==> config.mk <==
export PLATFORM = sky130hd
export DESIGN_NAME = apr_axis_norm
export DESIGN_NICKNAME = d
export VERILOG_FILES = /design/src/rtl/apr_pkg.sv /design/src/rtl/apr_axis_norm.sv
export SDC_FILE = /design/constraint.sdc
export NUM_CORES = 2
export LEC_CHECK = 0
export BUFFER_PORTS_ARGS = -buffer_cell sky130_fd_sc_hd__buf_2
export CAP_MARGIN = 20
export CORE_ASPECT_RATIO = 2
export CORE_UTILIZATION = 35
export DETAILED_ROUTE_END_ITERATION = 12
export PLACE_DENSITY_LB_ADDON = 0.08
export RECOVER_POWER = 50
export SYNTH_ARGS = -nofsm -noshare
export SYNTH_HDL_FRONTEND = slang
export SYNTH_SLANG_ARGS = --single-unit
==> constraint.sdc <==
create_clock -name clock -period 12.2 [get_ports clock]
set_input_delay 0 -clock clock [delete_from_list [all_inputs] [get_ports clock]]
set_output_delay 0 -clock clock [all_outputs]
set_load 0.1 [all_outputs]
==> src/rtl/apr_pkg.sv <==
// ----------------------------------------------------------------------------
// Pivot rotation package
// Shared widths, types, register indexes, arctangent constants and the Q24
// rounding multiply used by the rotation datapath.
// ----------------------------------------------------------------------------
package apr_pkg;

   localparam int COORD_W     = 16;
   localparam int TRIG_STAGES = 16;
   localparam int SHIFT_W     = $clog2(TRIG_STAGES);
   localparam int FRAC        = 24;
   localparam int CORDIC_W    = 34;
   localparam int Q24_W       = FRAC + 3;
   localparam int PROD_W      = 2 * Q24_W;
   localparam int D_W         = COORD_W + 2;
   localparam int M_W         = Q24_W + 1;
   localparam int PR_W        = M_W + D_W;
   localparam int ACC_W       = PR_W + 2;
   localparam int MAG_W       = 31;
   localparam int LEN_W       = 32;
   localparam int NUM_W       = MAG_W + FRAC + 1;
   localparam int QUO_W       = FRAC + 3;

   localparam logic [30:0] HALF_PI_Q30     = 31'd1686629713;
   localparam logic [31:0] CORDIC_GAIN_Q30 = 32'd652032874;
   localparam logic signed [CORDIC_W-1:0] ONE_Q30 = CORDIC_W'(64'sd1 << 30);

   localparam logic [2:0] REG_PIVOT_X = 3'd0;
   localparam logic [2:0] REG_PIVOT_Y = 3'd1;
   localparam logic [2:0] REG_PIVOT_Z = 3'd2;
   localparam logic [2:0] REG_AXIS_X  = 3'd3;
   localparam logic [2:0] REG_AXIS_Y  = 3'd4;
   localparam logic [2:0] REG_AXIS_Z  = 3'd5;

   typedef logic signed [CORDIC_W-1:0] angle_type;
   typedef logic signed [Q24_W-1:0]    q24_type;
   typedef logic signed [COORD_W-1:0]  coord_type;

   typedef struct packed {
      logic      valid;
      angle_type x;
      angle_type y;
      angle_type z;
      logic [1:0] quad;
      coord_type px;
      coord_type py;
      coord_type pz;
   } cordic_type;

   typedef enum logic [2:0] {
      NORM_LOAD,
      NORM_SHIFT,
      NORM_SQUARE,
      NORM_ROOT,
      NORM_DIV_LOAD,
      NORM_DIVIDE,
      NORM_DONE
   } norm_state_type;

   function automatic angle_type atan_q30(input int i);
      angle_type v;
      case (i)
         0:       v = CORDIC_W'(843314857);
         1:       v = CORDIC_W'(497837829);
         2:       v = CORDIC_W'(263043837);
         3:       v = CORDIC_W'(133525159);
         4:       v = CORDIC_W'(67021687);
         5:       v = CORDIC_W'(33543516);
         6:       v = CORDIC_W'(16775851);
         7:       v = CORDIC_W'(8388437);
         8:       v = CORDIC_W'(4194283);
         9:       v = CORDIC_W'(2097149);
         default: v = CORDIC_W'(64'sd1 << (30 - i));
      endcase
      return v;
   endfunction

   function automatic q24_type mul_q24(input q24_type a, input q24_type b);
      logic signed [PROD_W-1:0] p;
      p = PROD_W'(a) * PROD_W'(b) + PROD_W'(64'sd1 << (FRAC - 1));
      return p[FRAC+Q24_W-1:FRAC];
   endfunction

endpackage

==> src/rtl/apr_axis_norm.sv <==
// ----------------------------------------------------------------------------
// Axis normalizer
// Sequential unit that turns the axis registers into a Q24 unit vector with
// a bit-serial square root and a bit-serial restoring divide.
// ----------------------------------------------------------------------------
module apr_axis_norm (
   input  logic               clock,
   input  logic               reset,
   input  logic               start,
   input  apr_pkg::coord_type axis_x,
   input  apr_pkg::coord_type axis_y,
   input  apr_pkg::coord_type axis_z,
   output apr_pkg::q24_type   u_x,
   output apr_pkg::q24_type   u_y,
   output apr_pkg::q24_type   u_z,
   output logic               ready
);
   import apr_pkg::*;

   norm_state_type state_ff, state_in;
   logic [MAG_W-1:0] mag_ff [3];
   logic [MAG_W-1:0] mag_in [3];
   logic [2:0]       neg_ff, neg_in;
   logic [63:0]      sq_ff, sq_in;
   logic [63:0]      res_ff, res_in;
   logic [63:0]      bit_ff, bit_in;
   logic [5:0]       cnt_ff, cnt_in;
   logic [1:0]       comp_ff, comp_in;
   logic [NUM_W-1:0] num_ff, num_in;
   logic [LEN_W-1:0] rem_ff, rem_in;
   logic [QUO_W-1:0] quo_ff, quo_in;
   q24_type          u_ff [3];
   q24_type          u_in [3];

   coord_type        axis_w [3];
   logic [63:0]      root_t;
   logic [LEN_W:0]   div_r;
   logic [QUO_W-1:0] q_w;

   assign axis_w[0] = axis_x;
   assign axis_w[1] = axis_y;
   assign axis_w[2] = axis_z;

   always_comb begin
      state_in = state_ff;
      mag_in   = mag_ff;
      neg_in   = neg_ff;
      sq_in    = sq_ff;
      res_in   = res_ff;
      bit_in   = bit_ff;
      cnt_in   = cnt_ff;
      comp_in  = comp_ff;
      num_in   = num_ff;
      rem_in   = rem_ff;
      quo_in   = quo_ff;
      u_in     = u_ff;
      root_t   = res_ff + bit_ff;
      div_r    = {rem_ff, num_ff[NUM_W-1]};
      q_w      = '0;
      case (state_ff)
         NORM_LOAD: begin
            for (int j = 0; j < 3; j++) begin
               neg_in[j] = axis_w[j][COORD_W-1];
               mag_in[j] = axis_w[j][COORD_W-1] ? MAG_W'(-(MAG_W'(axis_w[j])))
                                                : MAG_W'(axis_w[j]);
            end
            if (axis_x == '0 && axis_y == '0 && axis_z == '0) begin
               for (int j = 0; j < 3; j++) u_in[j] = '0;
               state_in = NORM_DONE;
            end else begin
               state_in = NORM_SHIFT;
            end
         end
         NORM_SHIFT: begin
            if (!(mag_ff[0][MAG_W-1] | mag_ff[1][MAG_W-1] | mag_ff[2][MAG_W-1])) begin
               for (int j = 0; j < 3; j++) mag_in[j] = mag_ff[j] << 1;
            end else begin
               sq_in    = '0;
               cnt_in   = '0;
               state_in = NORM_SQUARE;
            end
         end
         NORM_SQUARE: begin
            sq_in  = sq_ff + 64'(mag_ff[cnt_ff[1:0]]) * 64'(mag_ff[cnt_ff[1:0]]);
            cnt_in = cnt_ff + 6'd1;
            if (cnt_ff == 6'd2) begin
               res_in   = '0;
               bit_in   = 64'd1 << 62;
               cnt_in   = '0;
               state_in = NORM_ROOT;
            end
         end
         NORM_ROOT: begin
            if (sq_ff >= root_t) begin
               sq_in  = sq_ff - root_t;
               res_in = (res_ff >> 1) + bit_ff;
            end else begin
               res_in = res_ff >> 1;
            end
            bit_in = bit_ff >> 2;
            cnt_in = cnt_ff + 6'd1;
            if (cnt_ff == 6'd31) begin
               comp_in  = '0;
               state_in = NORM_DIV_LOAD;
            end
         end
         NORM_DIV_LOAD: begin
            num_in   = {1'b0, mag_ff[comp_ff], FRAC'(0)} + NUM_W'(res_ff[LEN_W-1:1]);
            rem_in   = '0;
            quo_in   = '0;
            cnt_in   = '0;
            state_in = NORM_DIVIDE;
         end
         NORM_DIVIDE: begin
            if (div_r >= {1'b0, res_ff[LEN_W-1:0]}) begin
               rem_in = LEN_W'(div_r - {1'b0, res_ff[LEN_W-1:0]});
               quo_in = {quo_ff[QUO_W-2:0], 1'b1};
            end else begin
               rem_in = div_r[LEN_W-1:0];
               quo_in = {quo_ff[QUO_W-2:0], 1'b0};
            end
            num_in = num_ff << 1;
            cnt_in = cnt_ff + 6'd1;
            if (cnt_ff == 6'(NUM_W - 1)) begin
               q_w = quo_in;
               if (q_w > QUO_W'(1 << FRAC)) q_w = QUO_W'(1 << FRAC);
               u_in[comp_ff] = neg_ff[comp_ff] ? -Q24_W'(q_w) : Q24_W'(q_w);
               if (comp_ff == 2'd2) begin
                  state_in = NORM_DONE;
               end else begin
                  comp_in  = comp_ff + 2'd1;
                  state_in = NORM_DIV_LOAD;
               end
            end
         end
         NORM_DONE: begin
            state_in = NORM_DONE;
         end
         default: begin
            state_in = NORM_LOAD;
         end
      endcase
      if (start) state_in = NORM_LOAD;
   end

   always_ff @(posedge clock) begin
      if (reset) begin
         state_ff <= NORM_LOAD;
      end else begin
         state_ff <= state_in;
      end
   end

   always_ff @(posedge clock) begin
      mag_ff  <= mag_in;
      neg_ff  <= neg_in;
      sq_ff   <= sq_in;
      res_ff  <= res_in;
      bit_ff  <= bit_in;
      cnt_ff  <= cnt_in;
      comp_ff <= comp_in;
      num_ff  <= num_in;
      rem_ff  <= rem_in;
      quo_ff  <= quo_in;
      u_ff    <= u_in;
   end

   assign u_x   = u_ff[0];
   assign u_y   = u_ff[1];
   assign u_z   = u_ff[2];
   assign ready = (state_ff == NORM_DONE);

endmodule

==> results_dict.tcl <==
set metrics [dict create \
    area_growth_pct 9.73 \
    max_freq_mhz 93.8 \
    crit_arrival_ns 11.07 \
    crit_path_max_fanout 26 \
    clk_latency_ns 0.67 \
    start_kind "flop" \
    outcome "finished with violations" \
    synth-edff-count 459 \
    dieArea_um2 175000 \
    synth_ff_type "edfxtp_1" \
    cts-root-buf "clkbuf_16" \
    viasPerCell 5.27 \
    drive_gt1_share_pct 4.89 \
    setup_tns_ns 0 \
    route.vias.total 47400 \
    endpoint "sq_ff[63]" \
    cts_setup_buffers 0 \
    design_area_um2 66500 \
    min_from "start" \
    cts_buffers 47 \
    crit_top_cell "fa_1" \
    rows 215 \
    io-pin-count 133 \
    critPathLaunch "cnt_ff[0]" \
    syn_area_um2 60600 \
    critical-path-slowest-cell "inv_1" \
    synthCells 6582 \
    die_w_um 296 \
    grt_overflow 0 \
    final.period_utilization_pct 87.4 \
    final_hold_viol_count 0 \
    r2r-start "cnt_ff[0]" \
    path_clk_slew_ns 0.08 \
    core_area_um2 172000 \
    first_global_vias 51500 \
    drc 0 \
    tightestPinTransition_ns 6.40 \
    routedWlPerCell_um 24.9 \
    setup_violations 0 \
    die_y_um 591 \
    dr.first_iter.drc_count 2483 \
    slew_headroom_pct -327 \
    cap_viol_max_count 12 \
    syn_area_per_cell_um2 9.21 \
    ys_seq_area_share_pct 22.8 \
    ys_warn_count 0 \
    hold_path.class "input pin to flop" \
    fillers 17700 \
    r2r_slack_ns 1.53 \
    ys_types 89 \
    fin_hold_ws_ns 0.196 \
    multiInputGateArea_um2 41800 \
    start_util_pct 35.3 \
    path_class "flop to flop" \
    antenna_found_initial 3 \
    cts_tree "done" \
    grt_pass1_wl_um 335000 \
    period_minus_slack_ns 10.67 \
    clockBufferDepth 3 \
    ys_ff_latch 462 \
    max_stage_delay_ns 0.87 \
    htree_levels 2 \
    layout.nets 7979 \
    finalMaxSlewViolations 772 \
    totalWireLength_um 224000 \
    rr_worst_depth 28 \
    skew_ns 0.0555 \
    critical_path.reg2reg.endpoint "sq_ff[63]" \
    rsz0062_at_grt "false" \
    syn_nets 7884 \
    seq_area_um2 13800 \
    dr.pass1.iters 5 \
    async_reset_ff_share_pct 0 \
    gp_congestion 0.966 \
    violations "max-capacitance violations, max-slew violations" \
    grt_use_total_pct 26.1 \
    antenna_left 0 \
    grt_max_degree 144 \
    clock_sinks 462 \
    port_buffers 132 \
    dp_hpwl_um 185000 \
    endpoint_kind "flop" \
    cp.required_ns 12.60 \
    postPlaceCellArea_um2 64100 \
]
## metrics by stage
step | setup WS [ns] | util, % | instances
3_5_place_dp | 1.67 | 37.4 | 8827
3_3_place_gp | 1.67 | 37.3 | 8826
2_1_floorplan | 2.84 | - | 6582
6_report | 1.53 | 38.8 | 8995
5_1_grt | 1.05 | 38.8 | 8994
4_1_cts | 1.61 | 38.9 | 8991
## layout by cell type (no fill, tap or decap), drive strengths merged, types with 162 or more instances in the layout
master,netlist,final
xor2,162,162
o21ai,314,314
xnor2,181,181
fa,802,802
a21oi,344,344
edfxtp,459,459
inv,1091,1095
nand2,643,643
ha,449,449
nor2,627,627
## cell usage after synthesis (all sizes together) (48+ instances only)
cell	count	area share, %
edfxtp	459	23
nand4	66	0.68
fa	802	26
inv	1091	6.8
a31oi	83	0.86
or3	48	0.52
o21ai	314	2.6
and3	59	0.61
xor2	162	2.3
clkbuf	234	1.4
nand2	643	4.0
nand3	60	0.50
a21oi	344	2.8
nor2	627	3.9
xnor2	181	2.6
a21o	139	1.7
ha	449	9.3
o21bai	51	0.63
mux2i	93	1.5
and2	83	0.86
nor3	64	0.53
a211oi	88	1.1
## flip-flops by register name, summed over array words and instances, names as in the netlist
| name | flops |
|---|---|
| neg_ff | 3 |
| num_ff | 56 |
| quo_ff | 26 |
| mag_ff | 93 |
| res_ff | 64 |
| rem_ff | 32 |
| u_x | 27 |
| u_z | 27 |
| state_ff | 3 |
| cnt_ff | 6 |
| u_y | 27 |
| bit_ff | 32 |
| sq_ff | 64 |
| comp_ff | 2 |
## critical path, delay by kind of cell, from the launching register on
family / cells / cell delay [ns]
multiplexers: 1 / 0.26
AO/OA/AOI/OAI: 6 / 1.82
AND/OR/NAND/NOR: 7 / 2.14
buffers and inverters: 5 / 1.15
adder cells (fa/ha/maj): 9 / 4.69
flip-flops: 1 / 0.35
## per-layer routing
layer  vias to the layer above  routed length [µm]  GRT usage (%)
met4                         0               16900           16.5
met5                         -                   0              0
met2                      1126              124000           50.6
met3                       458                7050           2.28
li1                      21900                   -              -
met1                     23900               75800           26.2
## what timing repair did
| action | CTS | global route |
|---|---|---|
| gates resized for setup | 0 | 0 |
| hold endpoints to repair | 54 | 0 |
| hold buffers | 78 | 0 |
## logic make-up after synthesis
group | after synthesis | synth area share, %
buffers and inverters | 1371 | 8.52
muxes | 97 | 1.61
xor gates and xnor gates | 343 | 4.96
adders and majority gates | 1252 | 35.8
AOI/OAI and AO/OA | 1242 | 12.8
and+or+nand+nor | 1815 | 13.5
DFF | 462 | 22.8
## final cells by class
| type | count | area share [%] |
|---|---|---|
| Antenna cell | 3 | 0.0113 |
| Clock buffer | 49 | 1.78 |
| Clock inverter | 37 | 0.924 |
| Inverter | 1098 | 6.20 |
| Multi-Input combinational cell | 4749 | 62.8 |
| Sequential cell | 462 | 20.8 |
| Tap cell | 2278 | 4.28 |
| Timing Repair Buffer | 319 | 3.18 |
## how the worst min path moves through the flow
stage / to / slack, ns / depth (start not counted)
after global routing: state_ff[0] / 0.19 / 3
after global placement: state_ff[0] / 0.26 / 2
after detailed placement: state_ff[1] / 0.26 / 2
final: state_ff[0] / 0.20 / 3
after floorplan: state_ff[1] / 0.07 / 1
after CTS: state_ff[0] / 0.14 / 3
Power is not shown: default switching activity piles up to over one toggle a cycle in this logic, so the estimate is an artifact.
