### config.mk
export PLATFORM = sky130hd
export DESIGN_NAME = apr_cordic_cell
export DESIGN_NICKNAME = d
export VERILOG_FILES = /design/src/rtl/apr_pkg.sv /design/src/rtl/apr_cordic_cell.sv
export SDC_FILE = /design/constraint.sdc
export NUM_CORES = 1
export LEC_CHECK = 0
export BUFFER_PORTS_ARGS = -buffer_cell sky130_fd_sc_hd__buf_2
export CAP_MARGIN = 10
export CORE_UTILIZATION = 24
export DETAILED_ROUTE_END_ITERATION = 7
export PLACE_DENSITY_LB_ADDON = 0.2
export SLEW_MARGIN = 5
export SYNTH_ARGS = -nofsm -noshare
export SYNTH_HDL_FRONTEND = slang
export SYNTH_SLANG_ARGS = --single-unit
### constraint.sdc
create_clock -name clock -period 8.8 [get_ports clock]
set_input_delay 0.44 -clock clock [delete_from_list [all_inputs] [get_ports clock]]
set_output_delay 0.44 -clock clock [all_outputs]
set_load 0.02 [all_outputs]
### src/rtl/apr_pkg.sv
// ----------------------------------------------------------------------------
// Pivot rotation package
// Shared widths, types, register indexes, arctangent constants and the Q24
// rounding multiply used by the rotation datapath.
// ----------------------------------------------------------------------------
package apr_pkg;

   localparam int COORD_W     = 16;
   localparam int TRIG_STAGES = 16;
   localparam int SHIFT_W     = $clog2(TRIG_STAGES);
   localparam int FRAC        = 24;
   localparam int CORDIC_W    = 34;
   localparam int Q24_W       = FRAC + 3;
   localparam int PROD_W      = 2 * Q24_W;
   localparam int D_W         = COORD_W + 2;
   localparam int M_W         = Q24_W + 1;
   localparam int PR_W        = M_W + D_W;
   localparam int ACC_W       = PR_W + 2;
   localparam int MAG_W       = 31;
   localparam int LEN_W       = 32;
   localparam int NUM_W       = MAG_W + FRAC + 1;
   localparam int QUO_W       = FRAC + 3;

   localparam logic [30:0] HALF_PI_Q30     = 31'd1686629713;
   localparam logic [31:0] CORDIC_GAIN_Q30 = 32'd652032874;
   localparam logic signed [CORDIC_W-1:0] ONE_Q30 = CORDIC_W'(64'sd1 << 30);

   localparam logic [2:0] REG_PIVOT_X = 3'd0;
   localparam logic [2:0] REG_PIVOT_Y = 3'd1;
   localparam logic [2:0] REG_PIVOT_Z = 3'd2;
   localparam logic [2:0] REG_AXIS_X  = 3'd3;
   localparam logic [2:0] REG_AXIS_Y  = 3'd4;
   localparam logic [2:0] REG_AXIS_Z  = 3'd5;

   typedef logic signed [CORDIC_W-1:0] angle_type;
   typedef logic signed [Q24_W-1:0]    q24_type;
   typedef logic signed [COORD_W-1:0]  coord_type;

   typedef struct packed {
      logic      valid;
      angle_type x;
      angle_type y;
      angle_type z;
      logic [1:0] quad;
      coord_type px;
      coord_type py;
      coord_type pz;
   } cordic_type;

   typedef enum logic [2:0] {
      NORM_LOAD,
      NORM_SHIFT,
      NORM_SQUARE,
      NORM_ROOT,
      NORM_DIV_LOAD,
      NORM_DIVIDE,
      NORM_DONE
   } norm_state_type;

   function automatic angle_type atan_q30(input int i);
      angle_type v;
      case (i)
         0:       v = CORDIC_W'(843314857);
         1:       v = CORDIC_W'(497837829);
         2:       v = CORDIC_W'(263043837);
         3:       v = CORDIC_W'(133525159);
         4:       v = CORDIC_W'(67021687);
         5:       v = CORDIC_W'(33543516);
         6:       v = CORDIC_W'(16775851);
         7:       v = CORDIC_W'(8388437);
         8:       v = CORDIC_W'(4194283);
         9:       v = CORDIC_W'(2097149);
         default: v = CORDIC_W'(64'sd1 << (30 - i));
      endcase
      return v;
   endfunction

   function automatic q24_type mul_q24(input q24_type a, input q24_type b);
      logic signed [PROD_W-1:0] p;
      p = PROD_W'(a) * PROD_W'(b) + PROD_W'(64'sd1 << (FRAC - 1));
      return p[FRAC+Q24_W-1:FRAC];
   endfunction

endpackage

### src/rtl/apr_cordic_cell.sv
// ----------------------------------------------------------------------------
// CORDIC rotation cell
// One registered micro-rotation step; cells are chained to form the sine and
// cosine generator, and each one carries the point alongside.
// ----------------------------------------------------------------------------
module apr_cordic_cell (
   input  logic                          clock,
   input  logic                          reset,
   input  logic                          en,
   input  apr_pkg::cordic_type           stage_in,
   input  logic [apr_pkg::SHIFT_W-1:0]   shift,
   input  apr_pkg::angle_type            atan_val,
   output apr_pkg::cordic_type           stage_out
);
   import apr_pkg::*;

   cordic_type stage_ff;
   cordic_type stage_in_w;
   angle_type  dx;
   angle_type  dy;

   always_comb begin
      stage_in_w = stage_in;
      dx = stage_in.y >>> shift;
      dy = stage_in.x >>> shift;
      if (!stage_in.z[CORDIC_W-1]) begin
         stage_in_w.x = stage_in.x - dx;
         stage_in_w.y = stage_in.y + dy;
         stage_in_w.z = stage_in.z - atan_val;
      end else begin
         stage_in_w.x = stage_in.x + dx;
         stage_in_w.y = stage_in.y - dy;
         stage_in_w.z = stage_in.z + atan_val;
      end
   end

   always_ff @(posedge clock) begin
      if (reset) begin
         stage_ff.valid <= 1'b0;
      end else if (en) begin
         stage_ff <= stage_in_w;
      end
   end

   assign stage_out = stage_ff;

endmodule

==> reports/qor.yml, run 1 <==
pwr:
  p_per_area_nw_per_um2: 174
  p_leak_uw: 0.00775
  ir_drop_uv: 136
timing:
  setup_tns_ns: 0
  period_needed_ns: 5.83
  setup_viol: 0
  worst_slack_ns: 2.97
  timing.final.crit_share_pct: 66.2
  worst_slew_pin_slew_ns: 1.02
  max-slew-margin-rel_pct: 31.9
  clock_skew_ns: 0
  hold-worst-slack_ns: 0.120
  rsz0062_at_grt: "no"
  max_freq_mhz: 172
  hold_violations: 0
  slew_viol_final: 0
synthesis:
  synth_ff_type: "edfxtp_1"
  syn_avg_cell_area_sq_um: 9.69
  yosysUniqueCellTypes: 86
  async_flop_share_pct: 0
  synth-seq-area-share_pct: 29.3
  yosysWarnings: 0
  syn_area_sq_um: 15600
  synthCells: 1614
  synth-edff-count: 152
  syn-num-nets: 1913
  ys_ff_latch: 153
die:
  core_area_sq_um: 64500
  io_pins: 347
  rows: 93
  fp.dieH_microns: 257
  die_width_microns: 257
  start_util_pct: 24.3
  die-area_sq_um: 66200
clocking:
  cts.clk_slew.worst_paths_ns: 0.08
  cts_tree: "yes"
  htree_levels: 4
  root_buffer: "clkbuf_16"
  cts_resized: 0
  cts_buffers: 17
  cts_num_sinks: 153
  hold_buffers: 0
  cts_setup_buffers: 0
  insertion_delay_ns: 0.49
  clockBufferDepth: 2
drt:
  drtIter0Drc: 870
  avgRoutedWirePerCell_microns: 19.5
  first_pass_iters: 5
  viasPerCell: 5.00
  ant_nets: 0
  remaining_drc_errors: 0
  vias: 13900
  wl_microns: 54500
setup_path:
  path_class: "input port to register"
  r2r_end: "stage_out[152]"
  crit_fanout: 73
  arrival_ns: 6.06
  cp-end-kind: "register"
  r2r_setup_slack_ns: 8.21
  cp.required_ns: 9.04
  cpPeakStageDelay_ns: 0.75
  crit_family: "compound AO/OA/AOI/OAI gates"
  path_buf_inv: 1
  start_kind: "input port"
  crit_chain: "buf_4, mux2_2, mux4_2, o21ai_0, ha_1, o21a_1, nor2b_1, a21oi_1, xnor2_1, ha_1, nand3_1, nor2_1, nand2_1, o211ai_1, nand4_1, a311oi_1, a21oi_1, a31oi_1, xor2_1"
  worstReg2RegStart: "stage_out[152]"
  rr_worst_depth: 2
  slowest_stage: "buf_4"
min_path:
  hp-class: "input port to register"
  holdPathEnd: "stage_out[30]"
  hp-start: "stage_in[30]"
  hold_depth: 1
grt:
  grtUsageTotal_pct: 16.2
  grt_pass1_vias: 13900
  grt_pass1_wl_microns: 82200
  grt_antenna_before_repair: 8
  overflow: 0
  grt_max_degree: 153
finish:
  final_layout_size_suffix_gt1_share_pct: 26.7
  nNetsFinal: 2221
  largest_reg_flops: 153
  diodes: 0
  design_area_sq_um: 18800
  num-fill-cells: 6825
  area_growth_pct: 20.3
  seqCellArea_sq_um: 4580
  final_core_util_pct: 29.2
  multi_input_area_sq_um: 10500
placed_design:
  gp_congestion: 0.844
  preCtsSetupSlack_ns: 2.55
  port_buffers: 346
  place_area_sq_um: 18200
  detailed_place_hpwl_microns: 43200
run:
  cap_violations: 0
status:
  status: "completed"
[placed cells by master, fill, tap and decap left out, drive strengths merged, types with 21 or more instances in the layout]
master,count
a31oi,37
inv,59
a21o,48
nor2b,21
mux4,71
nor3,34
nand3,33
xnor2,92
o21ai,89
nor2,120
nand2,136
buf,355
ha,102
edfxtp,152
xor2,84
mux2,39
mux2i,60
a21oi,146
[layer usage]
| metal | wire length [microns] | vias up | track usage (%) |
|---|---|---|---|
| met2 | 25600 | 462 | 26.6 |
| met4 | 762 | 16 | 4.26 |
| met3 | 3180 | 58 | 3.69 |
| met1 | 24900 | 6662 | 21.3 |
| met5 | 105 | - | 0 |
| li1 | - | 6742 | - |
[Yosys cell counts, types with 47 or more instances]
cell type	count	area, sq um
edfxtp_1	152	4560
a21oi_1	146	731
nand2_1	136	510
nor2_1	120	450
ha_1	102	1280
xnor2_1	92	806
xor2_1	84	736
o21ai_0	83	415
mux4_2	68	1530
mux2i_1	58	581
a21o_1	48	360
inv_1	47	176
[worst max-delay path by stage]
stage | cells after the start | to | slack, ns | startpoint
2_1_floorplan | 1 | stage_out[0] | 0.94 | reset
3_3_place_gp | 22 | stage_out[150] | 2.61 | shift[1]
3_5_place_dp | 22 | stage_out[150] | 2.55 | shift[1]
4_1_cts | 22 | stage_out[150] | 3.06 | shift[1]
5_1_grt | 20 | stage_out[145] | 2.41 | shift[1]
6_report | 19 | stage_out[150] | 2.97 | shift[1]
[worst reg2reg max path, cell delays in order, from the launching register on]
cell,delay [ns]
dfxtp_1,0.32
mux2i_1,0.12
nor2_1,0.05
[layout make-up]
| type | instances | area share (%) |
|---|---|---|
| clock buffer | 17 | 2.26 |
| clock inverter | 15 | 1.12 |
| inverter | 52 | 1.04 |
| multi-input combinational | 1343 | 55.9 |
| sequential | 153 | 24.4 |
| tap | 855 | 5.68 |
| timing repair buffer | 355 | 9.68 |
[kinds of logic after synthesis]
| family | Yosys count | share of synthesized area (%) |
|---|---|---|
| adders and majority gates | 105 | 8.54 |
| AOI/OAI and AO/OA | 440 | 17.5 |
| DFF | 153 | 29.3 |
| and+or+nand+nor | 452 | 14.2 |
| muxes | 170 | 17.0 |
| xor gates and xnor gates | 176 | 9.85 |
| buffers and inverters | 118 | 3.50 |
[where the power goes]
group | total, uW | switching [uW] | internal, uW
clock network | 824 | 428 | 397
registers | 980 | 22.4 | 957
logic | 1460 | 877 | 587
total | 3270 | 1330 | 1940
[stage by stage]
| step | total power (uW) | cells |
|---|---|---|
| after floorplan | 2050 | 1614 |
| after global placement | 2460 | 2758 |
| after detailed placement | 2460 | 2758 |
| after CTS | 3320 | 2790 |
| after global routing | 3490 | 2790 |
| final | 3270 | 2790 |
Power figures use the tool's default switching activity.
==> run 2, diff against run 1 <==
ABC_AREA = 1   (was unset)
clock period = 6.1 ns   (was 8.8 ns; I/O delays follow)
==> run 2 against run 1 <==
Non-clock buffer count rose by 55. Largest power group unchanged. Setup slack worse by 1.9 ns. Sequential share of layout area is 0.98 points lower. Utilization rose by 1.0 points. Highest routed layer unchanged. Register-to-register slack got worse by 2.7 ns. Synthesized area grew 1.5%. Via count grew 24%. Final area grew 4.2%. First-iteration DRC count grew 34%.
==> reports/qor.yml, run 2 <==
status:
  status: "completed"
setup_path:
  rr_worst_depth: 2
  cpPeakStageDelay_ns: 0.79
  slowest_stage: "inv_2"
  crit_fanout: 66
  crit_family: "simple AND/OR/NAND/NOR gates"
  arrival_ns: 5.22
  r2r_setup_slack_ns: 5.52
  path_class: "input port to register"
  cp.required_ns: 6.32
  worstReg2RegStart: "stage_out[152]"
  path_buf_inv: 5
  cp-end-kind: "register"
  crit_chain: "buf_2, inv_2, nand3_1, nand3_1, nand3_1, nand2_1, nand3_2, nor2_4, nand2_2, nor2_2, nand2_1, nand2_1, xnor2_1, inv_1, ha_1, nand2_1, nor2_1, inv_1, nor4_1, o21ai_0, nand3_1, inv_1, nand3_1, nand2_1"
  r2r_end: "stage_out[152]"
  start_kind: "input port"
synthesis:
  synth_area_leaders: "edfxtp_1 29%, nand2_1 16%, nand3_1 13%"
  syn_area_sq_um: 15900
  synth_top_area_share_pct: 28.7
  yosysWarnings: 0
  synth_commonest_cells: "676 x nand2_1, 413 x nand3_1, 200 x nor2_1, 172 x inv_1, 152 x edfxtp_1"
  yosysUniqueCellTypes: 47
  synth_top_area_cell: "edfxtp_1"
  syn-num-nets: 2625
  synth_ff_type: "edfxtp_1"
  synth-edff-count: 152
  async_flop_share_pct: 0
  syn_avg_cell_area_sq_um: 6.83
  ys_ff_latch: 153
  synth-seq-area-share_pct: 28.9
  yosysMostFrequentCell: "nand2_1"
  synthCells: 2326
grt:
  grt_pass1_wl_microns: 98300
  grt_max_degree: 153
  overflow: 0
  grt_pass1_vias: 17100
  grt_antenna_before_repair: 4
  grtUsageTotal_pct: 19.0
timing:
  worst_slew_pin_slew_ns: 1.16
  hold-worst-slack_ns: 0.0520
  max_freq_mhz: 200
  rsz0062_at_grt: "no"
  setup_tns_ns: 0
  hold_violations: 0
  slew_viol_final: 0
  period_needed_ns: 5.00
  setup_viol: 0
  max-slew-margin-rel_pct: 22.3
  clock_skew_ns: 0
  timing.final.crit_share_pct: 81.9
die:
  rows: 93
  die_width_microns: 259
  fp.dieH_microns: 259
  io_pins: 347
  start_util_pct: 24.5
  core_area_sq_um: 64900
  die-area_sq_um: 67200
finish:
  layout_commonest_cell: "nand2_1"
  area_growth_pct: 23.5
  final_layout_size_suffix_gt1_share_pct: 15.9
  nNetsFinal: 2986
  largest_reg_flops: 153
  layout_common_cells: "676 x nand2_1, 413 x nand3_1, 346 x buf_2, 199 x nor2_1, 169 x inv_1"
  multi_input_area_sq_um: 10300
  num-fill-cells: 7200
  layoutNonFillerInstCount: 3556
  seqCellArea_sq_um: 4580
clocking:
  insertion_delay_ns: 0.49
  cts_setup_buffers: 0
  root_buffer: "clkbuf_16"
  htree_levels: 4
  cts_num_sinks: 153
  clockBufferDepth: 2
  hold_buffers: 51
  cts_buffers: 17
  cts.clk_slew.worst_paths_ns: 0.09
  cts_resized: 0
  cts_tree: "yes"
placed_design:
  placed_cells: 3472
  port_buffers: 346
  gp_congestion: 0.892
  detailed_place_hpwl_microns: 52700
min_path:
  hp-class: "input port to register"
  hp-start: "stage_in[152]"
  hold_depth: 3
  holdPathEnd: "stage_out[152]"
pwr:
  p_per_area_nw_per_um2: 242
  ir_drop_uv: 158
  p_sw_share_pct: 43.6
  p_comb_share_pct: 45.5
  seqPwrFrac_pct: 29.8
  p_sw_uw: 2070
  p_leak_uw: 0.00910
  p_clk_share_pct: 24.7
  intPower_uw: 2670
drt:
  avgRoutedWirePerCell_microns: 18.0
  first_pass_iters: 5
  drtIter0Drc: 1164
  vias: 17200
  wl_microns: 64100
  ant_nets: 0
  viasPerCell: 4.85
  remaining_drc_errors: 0
run:
  cap_violations: 0
-- run 2: changes by cell type in the layout (fill, tap and decap cells not counted), sizes merged, moves of 26 or more --
cell / previous run / this run
mux4: 71 / 0
a21o: 48 / 19
a31oi: 37 / 11
dlygate4sd3: 0 / 51
nand3: 33 / 416
mux2i: 60 / 0
mux2: 39 / 0
inv: 59 / 184
nand2: 136 / 679
xnor2: 92 / 64
nor2: 120 / 209
-- run 2: power groups by stage --
stage | Clock [uW] | Combinational (uW) | Sequential (uW)
2_1_floorplan | 0 | 1290 | 1610
3_3_place_gp | 0 | 2140 | 1440
3_5_place_dp | 0 | 2130 | 1440
4_1_cts | 1230 | 2170 | 1410
5_1_grt | 1250 | 2410 | 1430
6_report | 1170 | 2160 | 1410
-- run 2: worst register-to-register path, stage by stage (launching register included) --
cell,delay [ns]
dfxtp_1,0.34
nand2_1,0.06
a21oi_1,0.11
-- run 2: kinds of logic (layout without fill, tap and decap cells) --
logic type,after synthesis,count (layout),share of synthesized area (%)
flip-flops,153,153,28.9
XOR/XNOR,166,166,9.16
buffers and inverters,246,620,6.31
AO/OA/AOI/OAI,286,286,10.4
AND/OR/NAND/NOR,1370,1370,36.8
adder cells (fa/ha/maj),105,105,8.42
other,0,1,0
-- run 2: stage by stage --
stage                     cell area [sq um]  power (uW)  setup slack [ns]  utilization [%]
final                                 19600        4740              1.10             30.2
after global routing                  19600        5090             0.653             30.2
after CTS                             19600        4810              1.28             30.2
after detailed placement              18500        3570             0.753             28.4
after global placement                18500        3580             0.695             28.4
after floorplan                       15900        2900              1.37                -
-- run 2: layout make-up --
cell class	count	share of cell area, %
Timing Repair Buffer	410	12.0
Inverter	178	3.41
Clock buffer	17	2.17
Clock inverter	15	1.08
Sequential cell	153	23.4
Multi-Input combinational cell	1927	52.5
Antenna cell	1	0.0128
Tap cell	855	5.45
-- run 2: worst max path at each step --
stage                          end     start  slack [ns]  cells past startpoint
finish              stage_out[151]  shift[1]        1.10                     24
global route        stage_out[151]  shift[1]        0.65                     24
CTS                 stage_out[151]  shift[3]        1.28                     21
detailed placement  stage_out[151]  shift[3]        0.75                     21
global placement    stage_out[151]  shift[3]        0.69                     21
floorplan             stage_out[0]        en        1.37                      2
-- run 2: routing by layer --
layer  part of all wire (%)  up-vias  GRT usage (%)  routed length [microns]
met4                    3.6        2           7.76                     2310
met5                  0.020        -              0                       13
met3                    4.0       87           2.32                     2570
met2                     49      462           33.4                    31200
met1                     44     8065           23.3                    28000
li1                       -     8631              -                        -
==> run 3, diff against run 2 <==
clock period = 4.5 ns   (was 6.1 ns; I/O delays follow)
==> run 3 against run 2 <==
Cell count grew 0.56%. First-iteration DRC count rose by 2.3%. Clock power is 37% higher. Clock skew unchanged. Total power increased by 37%. Worst hold slack worse by 0.0089 ns. Non-clock buffer count rose by 19. Largest cell class unchanged.
==> reports/qor.yml, run 3 (synthesized netlist as in run 2, its figures left out) <==
timing:
  slew_viol_final: 0
  clock_skew_ns: 0
  rsz0062_at_grt: "no"
  hold_violations: 0
  setup_tns_ns: 0
  setup_viol: 0
  worst_slew_pin_slew_ns: 0.923
  max_freq_mhz: 245
  timing.final.crit_share_pct: 90.8
  period_needed_ns: 4.09
  max-slew-margin-rel_pct: 38.4
min_path:
  hp-class: "input port to register"
clocking:
  cts.clk_slew.worst_paths_ns: 0.09
  clockBufferDepth: 2
  htree_levels: 4
  cts_buffers: 17
  cts_resized: 0
  root_buffer: "clkbuf_16"
  insertion_delay_ns: 0.48
  cts_num_sinks: 153
  hold_buffers: 52
  cts_setup_buffers: 0
  cts_tree: "yes"
drt:
  remaining_drc_errors: 0
  drtIter0Drc: 1191
  avgRoutedWirePerCell_microns: 18.0
  vias: 17100
  wl_microns: 64400
  first_pass_iters: 5
  ant_nets: 0
  viasPerCell: 4.78
setup_path:
  cp-end-kind: "register"
  r2r_end: "stage_out[152]"
  crit_fanout: 27
  r2r_setup_slack_ns: 3.40
  cp.required_ns: 4.75
  path_class: "input port to register"
  rr_worst_depth: 3
  arrival_ns: 4.34
  start_kind: "input port"
  worstReg2RegStart: "stage_out[152]"
  endpoint: "stage_out[151]"
  crit_path_start: "shift[1]"
finish:
  nNetsFinal: 3005
  layout_commonest_cell: "nand2_1"
  area_growth_pct: 25.3
  largest_reg_flops: 153
  final_layout_size_suffix_gt1_share_pct: 16.5
  layout_common_cells: "676 x nand2_1, 413 x nand3_1, 346 x buf_2, 199 x nor2_1, 169 x inv_1"
die:
  die-area_sq_um: 67200
  die_width_microns: 259
  io_pins: 347
  rows: 93
  core_area_sq_um: 64900
  fp.dieH_microns: 259
  start_util_pct: 24.5
grt:
  grt_pass1_vias: 16800
  overflow: 0
  grt_pass1_wl_microns: 97600
  grt_antenna_before_repair: 3
  grtUsageTotal_pct: 18.9
  grt_max_degree: 153
pwr:
  p_leak_uw: 0.00924
  ir_drop_uv: 202
  power_uw: 6480
  p_per_area_nw_per_um2: 326
run:
  cap_violations: 0
placed_design:
  port_buffers: 346
  gp_congestion: 0.895
  detailed_place_hpwl_microns: 52800
status:
  status: "completed"
-- run 3: cell count changes in the layout (fill, tap and decap cells not counted), sizes merged --
cell | before | now
inv | 184 | 185
buf | 359 | 377
dlygate4sd3 | 51 | 52
clkinv | 9 | 8
diode | 1 | 2
-- run 3: per-stage QoR --
stage	utilization [%]	cell area [sq um]	std cells	setup WS [ns]	hold slack, ns
2_1_floorplan	-	15900	2326	0.823	0.294
3_3_place_gp	28.9	18700	3490	0.0560	0.403
3_5_place_dp	28.9	18700	3490	-0.0646	0.403
4_1_cts	30.6	19900	3574	0.489	0.00545
5_1_grt	30.6	19900	3574	0.0867	0.0356
6_report	30.6	19900	3576	0.413	0.0431
-- run 3: cell type report --
cell class              count  area (sq um)
flip-flops and latches    153          4580
repair buffers            429          2640
clock buffers              17           425
diodes                      2          5.00
well taps                 855          1070
inverters                 178           668
clock inverters            15           209
multi-input cells        1927         10300
fillers                  7162         45000
-- run 3: worst min-delay path by stage --
stage,from,to,cells past startpoint,slack (ns)
finish,stage_in[50],stage_out[50],2,0.04
global route,atan_val[0],stage_out[50],2,0.04
CTS,stage_in[50],stage_out[50],2,0.005
detailed placement,stage_in[28],stage_out[28],1,0.40
global placement,stage_in[21],stage_out[21],1,0.40
floorplan,reset,stage_out[152],1,0.29
-- run 3: where the power goes --
| group | total (uW) | switching (uW) | internal, uW | leakage [uW] |
|---|---|---|---|---|
| combinational | 2960 | 1940 | 1020 | 0.00750 |
| sequential | 1910 | 47.5 | 1870 | 0.00143 |
| clock | 1600 | 831 | 770 | 0.000304 |
| total | 6480 | 2820 | 3660 | 0.00924 |
-- run 3: worst max-delay path: stages --
cell     delay, ns
buf_2         0.12
inv_2         0.18
buf_12        0.20
nand3_1       0.11
nand3_1       0.11
nand2_1       0.09
o21ai_1       0.28
nand2_1       0.11
nor2_1        0.16
nand3_2       0.16
nor2_2        0.18
nand3_1       0.18
o21ai_1       0.22
inv_1         0.07
ha_1          0.36
nand2_1       0.10
nor2_1        0.20
inv_1         0.09
nor4_1        0.58
o21ai_0       0.18
nand3_1       0.22
inv_1         0.06
nand3_1       0.08
nand2_1       0.05
-- run 3: metal layers --
metal	track usage, %	vias up	wire length (microns)
met4	5.67	2	1490
met2	34.4	446	32400
met1	23.1	7915	27600
met5	0	-	13
met3	2.49	61	2860
li1	-	8684	-
